[src/rtl/core/bbipf_pkg.sv]
// ----------------------------------------------------------------------------
// bbipf_pkg
// Shared types and constants of the band binarize / isolated pixel filter.
// ----------------------------------------------------------------------------
`default_nettype none

package bbipf_pkg;

    // Pixel and count widths.
    localparam int PIXEL_W  = 8;
    localparam int COUNT_W  = 25;

    localparam logic [PIXEL_W-1:0] WHITE     = 8'd255;
    localparam logic [PIXEL_W-1:0] BLACK     = 8'd0;
    localparam logic [PIXEL_W-1:0] BAND_LOW  = 8'd1;
    localparam logic [PIXEL_W-1:0] BAND_HIGH = 8'd224;
    localparam logic [COUNT_W-1:0] COUNT_MAX = 25'h1FF_FFFF;

    // Configuration port.
    localparam int CFG_IDX_W  = 2;
    localparam int CFG_DATA_W = 13;

    localparam logic [CFG_IDX_W-1:0] REG_BINARIZE_ENABLE = 2'd0;
    localparam logic [CFG_IDX_W-1:0] REG_DENOISE_ENABLE  = 2'd1;
    localparam logic [CFG_IDX_W-1:0] REG_FRAME_WIDTH     = 2'd2;
    localparam logic [CFG_IDX_W-1:0] REG_FRAME_HEIGHT    = 2'd3;

    localparam logic [CFG_DATA_W-1:0] RESET_FRAME_WIDTH  = 13'd640;
    localparam logic [CFG_DATA_W-1:0] RESET_FRAME_HEIGHT = 13'd480;

    // Result queue.
    localparam int FIFO_DEPTH = 4;
    localparam int FIFO_PTR_W = 2;
    localparam int FIFO_CNT_W = 3;

    // One result beat.
    typedef struct packed {
        logic [PIXEL_W-1:0] pixel_out;
        logic               frame_end;
        logic [COUNT_W-1:0] white_count;
        logic               mostly_white;
    } result_t;

endpackage

`default_nettype wire

[src/rtl/core/bbipf_if.sv]
// ----------------------------------------------------------------------------
// bbipf_if
// Valid/ready channels of the filter: pixel input, result output, config.
// ----------------------------------------------------------------------------
`default_nettype none

// Pixel input channel.
interface bbipf_pixel_if
    import bbipf_pkg::*;
    ();
    logic               valid;
    logic               ready;
    logic [PIXEL_W-1:0] pixel_in;

    modport source (output valid, output pixel_in, input ready);
    modport sink   (input valid, input pixel_in, output ready);
endinterface

// Result output channel.
interface bbipf_result_if
    import bbipf_pkg::*;
    ();
    logic               valid;
    logic               ready;
    logic [PIXEL_W-1:0] pixel_out;
    logic               frame_end;
    logic [COUNT_W-1:0] white_count;
    logic               mostly_white;

    modport source (output valid, output pixel_out, output frame_end,
                    output white_count, output mostly_white, input ready);
    modport sink   (input valid, input pixel_out, input frame_end,
                    input white_count, input mostly_white, output ready);
endinterface

// Configuration write channel.
interface bbipf_cfg_if
    import bbipf_pkg::*;
    ();
    logic                  valid;
    logic                  ready;
    logic [CFG_IDX_W-1:0]  index;
    logic [CFG_DATA_W-1:0] data;

    modport source (output valid, output index, output data, input ready);
    modport sink   (input valid, input index, input data, output ready);
endinterface

`default_nettype wire

[src/rtl/core/band_binarize_isolated_pixel_filter_core.sv]
// ----------------------------------------------------------------------------
// band_binarize_isolated_pixel_filter_core
// Streaming band binarization with isolated white pixel removal and a
// per-frame white pixel count.
// ----------------------------------------------------------------------------
// Usage:
// Gray pixels enter on the pixels channel in raster order, one per beat.
// Each pixel is binarized as it arrives and held until its right neighbour
// is known, so output pixels run one column behind: column 0 of a row gives
// no beat, a middle column gives one, the last column gives two. The last
// beat of the frame carries frame_end, the white count and mostly_white.
// Results go into a four-entry result queue whose head drives the results
// channel from registers. A result enters the queue as the pixel that
// completes it is accepted. Throughput is one pixel per cycle; pixels.ready
// drops only while fewer than two queue entries are free, so a stalled
// receiver stops the input within a beat and nothing is lost.
// Configuration writes on the cfg channel are taken every cycle and must be
// made while the block is idle; a new size applies to the next pixel.
// Reset clears the position, the pending pixel, the count and the queue and
// loads the registers with binarize and denoise off and a 640x480 frame.
// ----------------------------------------------------------------------------
`default_nettype none

module band_binarize_isolated_pixel_filter_core
    import bbipf_pkg::*;
#(
    parameter int MAX_DIMENSION = 4096
)
(
    input  wire logic         clk,
    input  wire logic         rst_n,
    bbipf_pixel_if.sink       pixels,
    bbipf_result_if.source    results,
    bbipf_cfg_if.sink         cfg
);

    // Counter and dimension widths.
    localparam int CNT_W  = (MAX_DIMENSION > 2) ? $clog2(MAX_DIMENSION) : 1;
    localparam int DIM_W  = $clog2(MAX_DIMENSION + 1);
    localparam int EXT_W  = (DIM_W > CFG_DATA_W) ? DIM_W : CFG_DATA_W;
    localparam int AREA_W = 2 * DIM_W;
    localparam int X10_W  = COUNT_W + 4;
    localparam int CMP_W  = (AREA_W > X10_W) ? AREA_W : X10_W;

    // Clamp a configured dimension to 2..MAX_DIMENSION.
    function automatic logic [DIM_W-1:0] clamp_dim(input logic [CFG_DATA_W-1:0] v);
        logic [EXT_W-1:0] ve;
        logic [EXT_W-1:0] r;
        ve = EXT_W'(v);
        if (ve < EXT_W'(2))
            r = EXT_W'(2);
        else if (ve > EXT_W'(MAX_DIMENSION))
            r = EXT_W'(MAX_DIMENSION);
        else
            r = ve;
        return DIM_W'(r);
    endfunction

    // Saturating count of one more white pixel.
    function automatic logic [COUNT_W-1:0] count_white(input logic [COUNT_W-1:0] t,
                                                       input logic [PIXEL_W-1:0] p);
        logic [COUNT_W-1:0] r;
        r = t;
        if (p == WHITE && t < COUNT_MAX)
            r = t + COUNT_W'(1);
        return r;
    endfunction

    // Configuration registers.
    logic                  binarize_enable_reg;
    logic                  denoise_enable_reg;
    logic [CFG_DATA_W-1:0] frame_width_reg;
    logic [CFG_DATA_W-1:0] frame_height_reg;
    logic [AREA_W-1:0]     area;

    // Stream state.
    logic [CNT_W-1:0]   column_count_reg, column_count_next;
    logic [CNT_W-1:0]   row_count_reg, row_count_next;
    logic [PIXEL_W-1:0] pending_pixel_reg, pending_pixel_next;
    logic [PIXEL_W-1:0] left_filtered_reg, left_filtered_next;
    logic [COUNT_W-1:0] white_total_reg, white_total_next;

    // Result queue.
    result_t                fifo_reg [FIFO_DEPTH];
    logic [FIFO_PTR_W-1:0]  wr_ptr_reg, rd_ptr_reg;
    logic [FIFO_CNT_W-1:0]  fifo_count_reg;

    logic                   accept;
    logic                   pop;
    logic [1:0]             push_n;
    result_t                entry0, entry1;

    logic [DIM_W-1:0]       width_cl, height_cl;
    logic                   last_col, last_row;
    logic [PIXEL_W-1:0]     cur;
    logic [PIXEL_W-1:0]     r1, r2;
    logic [COUNT_W-1:0]     t1, t2;
    logic [CMP_W-1:0]       t2_x10;
    logic                   mostly_white;

    // Configuration writes are always taken.
    assign cfg.ready = 1'b1;

    always_ff @(posedge clk or negedge rst_n)
    begin
        if (!rst_n)
        begin
            binarize_enable_reg <= 1'b0;
            denoise_enable_reg  <= 1'b0;
            frame_width_reg     <= RESET_FRAME_WIDTH;
            frame_height_reg    <= RESET_FRAME_HEIGHT;
        end
        else if (cfg.valid)
        begin
            case (cfg.index)
                REG_BINARIZE_ENABLE: binarize_enable_reg <= cfg.data[0];
                REG_DENOISE_ENABLE:  denoise_enable_reg  <= cfg.data[0];
                REG_FRAME_WIDTH:     frame_width_reg     <= cfg.data;
                REG_FRAME_HEIGHT:    frame_height_reg    <= cfg.data;
                default:             ;
            endcase
        end
    end

    // Clamped frame size and its area for the mostly-white test.
    assign width_cl  = clamp_dim(frame_width_reg);
    assign height_cl = clamp_dim(frame_height_reg);
    assign area      = AREA_W'(width_cl) * AREA_W'(height_cl);

    // Handshakes.
    assign pixels.ready = (fifo_count_reg <= FIFO_CNT_W'(FIFO_DEPTH - 2));
    assign accept       = pixels.valid && pixels.ready;
    assign pop          = results.valid && results.ready;

    // Position of the incoming pixel.
    assign last_col = DIM_W'(column_count_reg) >= (width_cl - DIM_W'(1));
    assign last_row = DIM_W'(row_count_reg) >= (height_cl - DIM_W'(1));

    // Band binarization on arrival.
    always_comb
    begin
        if (!binarize_enable_reg)
            cur = pixels.pixel_in;
        else if (pixels.pixel_in >= BAND_LOW && pixels.pixel_in <= BAND_HIGH)
            cur = WHITE;
        else
            cur = BLACK;
    end

    // Pending pixel against its neighbours; column 0 and the last row pass.
    always_comb
    begin
        r1 = pending_pixel_reg;
        if (denoise_enable_reg && column_count_reg != CNT_W'(1) && !last_row &&
            pending_pixel_reg == WHITE && left_filtered_reg != WHITE && cur != WHITE)
            r1 = BLACK;
    end

    // Last column pixel; its right neighbour lies outside the row.
    always_comb
    begin
        r2 = cur;
        if (denoise_enable_reg && !last_row && cur == WHITE && r1 != WHITE)
            r2 = BLACK;
    end

    // White count and mostly-white flag.
    assign t1     = count_white(white_total_reg, r1);
    assign t2     = count_white(t1, r2);
    assign t2_x10 = CMP_W'({t2, 3'b000}) + CMP_W'({t2, 1'b0});
    assign mostly_white = t2_x10 > CMP_W'(area);

    // Result beats of this pixel.
    always_comb
    begin
        entry0.pixel_out    = r1;
        entry0.frame_end    = 1'b0;
        entry0.white_count  = '0;
        entry0.mostly_white = 1'b0;
        entry1.pixel_out    = r2;
        entry1.frame_end    = last_row;
        entry1.white_count  = last_row ? t2 : '0;
        entry1.mostly_white = last_row && mostly_white;
    end

    // Stream state update.
    always_comb
    begin
        column_count_next  = column_count_reg;
        row_count_next     = row_count_reg;
        pending_pixel_next = pending_pixel_reg;
        left_filtered_next = left_filtered_reg;
        white_total_next   = white_total_reg;
        push_n             = 2'd0;
        if (accept)
        begin
            if (column_count_reg == '0)
            begin
                pending_pixel_next = cur;
                column_count_next  = CNT_W'(1);
            end
            else if (!last_col)
            begin
                pending_pixel_next = cur;
                column_count_next  = column_count_reg + CNT_W'(1);
                left_filtered_next = r1;
                white_total_next   = t1;
                push_n             = 2'd1;
            end
            else
            begin
                column_count_next  = '0;
                pending_pixel_next = BLACK;
                push_n             = 2'd2;
                if (last_row)
                begin
                    row_count_next     = '0;
                    white_total_next   = '0;
                    left_filtered_next = BLACK;
                end
                else
                begin
                    row_count_next     = row_count_reg + CNT_W'(1);
                    white_total_next   = t2;
                    left_filtered_next = r2;
                end
            end
        end
    end

    always_ff @(posedge clk or negedge rst_n)
    begin
        if (!rst_n)
        begin
            column_count_reg  <= '0;
            row_count_reg     <= '0;
            pending_pixel_reg <= '0;
            left_filtered_reg <= '0;
            white_total_reg   <= '0;
        end
        else
        begin
            column_count_reg  <= column_count_next;
            row_count_reg     <= row_count_next;
            pending_pixel_reg <= pending_pixel_next;
            left_filtered_reg <= left_filtered_next;
            white_total_reg   <= white_total_next;
        end
    end

    // Result queue storage.
    always_ff @(posedge clk)
    begin
        if (push_n != 2'd0)
            fifo_reg[wr_ptr_reg] <= entry0;
        if (push_n == 2'd2)
            fifo_reg[wr_ptr_reg + FIFO_PTR_W'(1)] <= entry1;
    end

    // Result queue pointers and fill count.
    always_ff @(posedge clk or negedge rst_n)
    begin
        if (!rst_n)
        begin
            wr_ptr_reg     <= '0;
            rd_ptr_reg     <= '0;
            fifo_count_reg <= '0;
        end
        else
        begin
            wr_ptr_reg     <= wr_ptr_reg + FIFO_PTR_W'(push_n);
            rd_ptr_reg     <= rd_ptr_reg + FIFO_PTR_W'(pop);
            fifo_count_reg <= fifo_count_reg + FIFO_CNT_W'(push_n) - FIFO_CNT_W'(pop);
        end
    end

    // Queue head drives the output channel.
    assign results.valid        = (fifo_count_reg != '0);
    assign results.pixel_out    = fifo_reg[rd_ptr_reg].pixel_out;
    assign results.frame_end    = fifo_reg[rd_ptr_reg].frame_end;
    assign results.white_count  = fifo_reg[rd_ptr_reg].white_count;
    assign results.mostly_white = fifo_reg[rd_ptr_reg].mostly_white;

    // The queue never holds more entries than it has.
    assert property (@(posedge clk) disable iff (!rst_n)
        fifo_count_reg <= FIFO_CNT_W'(FIFO_DEPTH))
        else $error("result queue overfilled");

    // A pixel at column 0 only opens the row and moves to column 1.
    assert property (@(posedge clk) disable iff (!rst_n)
        (accept && column_count_reg == '0) |=>
            (column_count_reg == CNT_W'(1) && $stable(fifo_count_reg) == !$past(pop)))
        else $error("column 0 pixel mishandled");

    // Count and flag appear only on the frame's last beat.
    assert property (@(posedge clk) disable iff (!rst_n)
        (results.valid && !results.frame_end) |->
            (results.white_count == '0 && !results.mostly_white))
        else $error("frame summary outside frame end");

endmodule

`default_nettype wire

[src/flat_wrapper.sv]
// flat-port wrapper written by rule: the top's interface ports become plain ports
module band_binarize_isolated_pixel_filter_core_flat import bbipf_pkg::*;
#(
    parameter int MAX_DIMENSION = 4096
)
  (clk, rst_n, pixels_valid, pixels_pixel_in, pixels_ready, results_valid, results_pixel_out, results_frame_end, results_white_count, results_mostly_white, results_ready, cfg_valid, cfg_index, cfg_data, cfg_ready);
  bbipf_pixel_if pixels_i ();
  bbipf_result_if results_i ();
  bbipf_cfg_if cfg_i ();
  input  wire logic clk;
  input  wire logic rst_n;
  input wire logic [$bits(pixels_i.valid)-1:0] pixels_valid;
  input wire logic [$bits(pixels_i.pixel_in)-1:0] pixels_pixel_in;
  output wire logic [$bits(pixels_i.ready)-1:0] pixels_ready;
  output wire logic [$bits(results_i.valid)-1:0] results_valid;
  output wire logic [$bits(results_i.pixel_out)-1:0] results_pixel_out;
  output wire logic [$bits(results_i.frame_end)-1:0] results_frame_end;
  output wire logic [$bits(results_i.white_count)-1:0] results_white_count;
  output wire logic [$bits(results_i.mostly_white)-1:0] results_mostly_white;
  input wire logic [$bits(results_i.ready)-1:0] results_ready;
  input wire logic [$bits(cfg_i.valid)-1:0] cfg_valid;
  input wire logic [$bits(cfg_i.index)-1:0] cfg_index;
  input wire logic [$bits(cfg_i.data)-1:0] cfg_data;
  output wire logic [$bits(cfg_i.ready)-1:0] cfg_ready;
  assign pixels_i.valid = pixels_valid;
  assign pixels_i.pixel_in = pixels_pixel_in;
  assign pixels_ready = pixels_i.ready;
  assign results_valid = results_i.valid;
  assign results_pixel_out = results_i.pixel_out;
  assign results_frame_end = results_i.frame_end;
  assign results_white_count = results_i.white_count;
  assign results_mostly_white = results_i.mostly_white;
  assign results_i.ready = results_ready;
  assign cfg_i.valid = cfg_valid;
  assign cfg_i.index = cfg_index;
  assign cfg_i.data = cfg_data;
  assign cfg_ready = cfg_i.ready;
  band_binarize_isolated_pixel_filter_core #(.MAX_DIMENSION(MAX_DIMENSION)) u_core (.clk(clk), .rst_n(rst_n), .pixels(pixels_i), .results(results_i), .cfg(cfg_i));
endmodule
[config.mk]
export PLATFORM = sky130hd
export DESIGN_NAME = band_binarize_isolated_pixel_filter_core_flat
export DESIGN_NICKNAME = d
export VERILOG_FILES = /design/src/rtl/core/bbipf_pkg.sv /design/src/rtl/core/bbipf_if.sv /design/src/rtl/core/band_binarize_isolated_pixel_filter_core.sv /design/src/flat_wrapper.sv
export SDC_FILE = /design/constraint.sdc
export NUM_CORES = 1
export LEC_CHECK = 0
export BUFFER_PORTS_ARGS = -buffer_cell sky130_fd_sc_hd__buf_2
export CAP_MARGIN = 30
export CORE_ASPECT_RATIO = 1.25
export CORE_UTILIZATION = 50
export CTS_BUF_LIST = sky130_fd_sc_hd__clkbuf_2
export DETAILED_ROUTE_END_ITERATION = 12
export GPL_TIMING_DRIVEN = 0
export PLACE_DENSITY = 0.71
export SLEW_MARGIN = 20
export SYNTH_ARGS = -nofsm -noshare
export SYNTH_HDL_FRONTEND = slang
export SYNTH_SLANG_ARGS = --single-unit
[constraint.sdc]
create_clock -name clk -period 11 [get_ports clk]
set_input_delay 1.1 -clock clk [delete_from_list [all_inputs] [get_ports clk]]
set_output_delay 1.1 -clock clk [all_outputs]
set_load 0.05 [all_outputs]
==> results.md <==
- Outcome: complete, no violations
- Post-DRT Antenna Nets: 0
- All-layer global routing usage: 28.4%
- Mapped Nets: 2501
- NumNets Final: 2653
- CTS tree: built
- Synth top cells by count: nor2_1, nand2_1, inv_1
- Most frequent cell on the critical path: ha_1
- Area contributors post-synth: edfxtp_1, fa_1, dfrtp_1
- Sequential cell area fraction in the yosys report: 32.2%
- I/O Buffers: 64
- IO Count: 66
- Largest net degree at the start of global routing: 74
- Clk_lat worst skew: 0.89 ns
- Share of cells above drive strength 1: 14.7%
- Fin crit share: 95.8%
- Initial antenna violation count: 1
- Count of different cell masters after synthesis: 95
- CP required: 11.56 ns
- Number of global-route vias before repair: 17500
- Max Cap Viol: 0
- CP Capture Type: flop
- Most used flip-flop cell after synthesis: edfxtp_1
- Max incr delay on CP: 0.65 ns
- Crit path launch type: flop
- Netlist Area Pre-Place: 20900 um2
- Area after DPL: 22100 um2
- Iter 0 DRT Violations: 1317
- Worst hold path type: in2async
- Drt total wl: 58700 um
- DRC viols: 0
- RSZ-0062 raised after global routing: false
- 1st-pass router iterations: 5
- Final RePlAce weighted congestion: 1.01
- R2r endpoint: u_core.fifo_reg[1][0]
- Sinks on Clock Net: 240
- Top achievable clock speed: 0.0949 GHz
- Max clock buf depth: 3
- Number of vias per cell: 5.82
- R2r worst-path depth: 40
- Worst EP arrival: 11.10 ns
- Die Span Y: 230 um
- P_leak: 9.98 nW
- Core Region: 41100 um2
- Tightest hold margin: 0.0779 ns
- Count leader, synth: nor2_1
- Fraction of registers with async set/reset: 41.7%
- Fin util: 56.3%
- Synth area leader: edfxtp_1
- Die area: 42600 um2
- Peak supply drop: 142 uV
- Fin area: 23100 um2
- Synthesized netlist cell count: 2194
- FF-to-FF setup slack: 0.46 ns
- Clk pin slew, worst setup/hold paths: 0.11 ns
- Largest register FFs: 140
- Synth Warn #: 0
- Synthesis-to-finish area growth: 10.9%
- Critical Path Fanout Max: 10
- Hpwl dp: 45600 um
- Slew @ Worst Pin: 0.961 ns
- Register bit count reported by yosys: 240
- Tmin final: 10.54 ns
- Post-synth EDFFs: 140
- Crit path max-delay cell type: or4b_2
- Final Max Tran Viols: 0
- Crit path kind: reg2reg
- Level count of the clock H-tree: 3
- Number of CTS-inserted buffers: 66
- FF-to-FF Start: u_core.frame_height_reg[9]
- Via count: 17100
- Die W: 185 um
- Synth top area share: 20.1%
- Initial Util: 50.7%
- Setup TNS: 0 ns
- Final Power: 4.51 mW
- Normalized max-slew margin: 35.7%
- Grt ovf: 0
- First-pass GRT wire length: 92800 um
- Cell area power density: 195 nW/um2
- WL/cell: 19.9 um
- Layout Skew: 0.0858 ns
- Std cell rows: 83
- Endpoints failing setup: 0
- CTS root buffer: clkbuf_2
- Average cell area after synthesis: 9.51 um2
- Final Hold Violating Endpoints: 0
placed cells by master (no fill, tap or decap), types with 13 or more instances in the layout:
master / instances
clkbuf_2: 92
edfxtp_1: 140
a21oi_1: 77
nand4_1: 19
and2_1: 25
nor4_1: 13
ha_1: 156
o21ai_0: 111
mux2_2: 28
buf_4: 15
xnor2_1: 54
nor3_1: 39
clkinv_1: 15
mux4_2: 35
buf_2: 67
dfrtp_1: 94
mux2i_1: 42
xor2_1: 31
a211oi_1: 16
fa_1: 123
and3_1: 30
a31oi_1: 21
nand2b_1: 19
o21a_1: 20
clkbuf_1: 85
nand2_1: 246
a21o_1: 24
nor2b_1: 34
inv_1: 191
nand3_1: 53
nor2_1: 257
layer usage:
| metal | GRT usage (%) | vias to the layer above | wire length [um] |
|---|---|---|---|
| met1 | 33.4 | 8388 | 23100 |
| met3 | 4.02 | 172 | 3350 |
| met4 | 15.5 | 0 | 3240 |
| met2 | 49.5 | 606 | 29100 |
| met5 | 0 | - | 0 |
| li1 | - | 7983 | - |
repair_timing:
item,in CTS,in global routing
resized for setup,21,35
hold buffers,0,0
buffers inserted,3,8
pin swaps,1,8
endpoints found under the setup margin,4,4
through the flow:
stage | setup slack (ns) | instances
finish | 0.460 | 2948
global route | 0.0357 | 2948
CTS | 0.0137 | 2938
detailed placement | -0.962 | 2819
global placement | -1.60 | 2810
floorplan | 1.10 | 2194
worst max-delay path by stage:
| stage | startpoint | to | slack, ns |
|---|---|---|---|
| after floorplan | u_core.frame_height_reg[9] | u_core.fifo_reg[0][0] | 1.10 |
| after global placement | u_core.frame_height_reg[9] | u_core.fifo_reg[0][0] | -1.60 |
| after detailed placement | u_core.frame_height_reg[9] | u_core.fifo_reg[1][0] | -0.96 |
| after CTS | u_core.frame_height_reg[9] | u_core.fifo_reg[1][0] | 0.01 |
| after global routing | u_core.frame_height_reg[9] | u_core.fifo_reg[1][0] | 0.04 |
| final | u_core.frame_height_reg[9] | u_core.fifo_reg[1][0] | 0.46 |
report_power, final:
group / total [mW] / internal [mW] / switching, mW
registers: 1.20 / 1.11 / 0.0843
clock network: 0.645 / 0.248 / 0.397
logic: 2.66 / 0.979 / 1.69
total: 4.51 / 2.34 / 2.17
worst max-delay path: cells and delay by family (launching register included):
kind	cells	cell delay [ns]
flops	1	0.37
buf+inv	5	0.93
fa+ha+maj	4	0.96
compound gates	14	3.13
simple gates	14	4.10
xor+xnor	3	0.70
cell families after synthesis:
family | count (synthesis) | share of synthesized area (%)
buf+inv | 296 | 5.42
compound gates | 366 | 11.4
other cells | 1 | 0.0180
fa+ha+maj | 279 | 21.2
flops | 240 | 32.2
simple gates | 801 | 18.0
xor+xnor | 104 | 4.44
mux | 107 | 7.42
final cells by class:
type | count | area, um2
diodes | 1 | 2.50
plain buffers | 101 | 409
clock buffers | 90 | 450
clock inverters | 27 | 140
fillers | 3763 | 18000
inverters | 193 | 724
multi-input cells | 1658 | 13400
flip-flops and latches | 240 | 6710
well taps | 552 | 691
repair buffers | 86 | 612
Power figures use the tool's default switching activity.
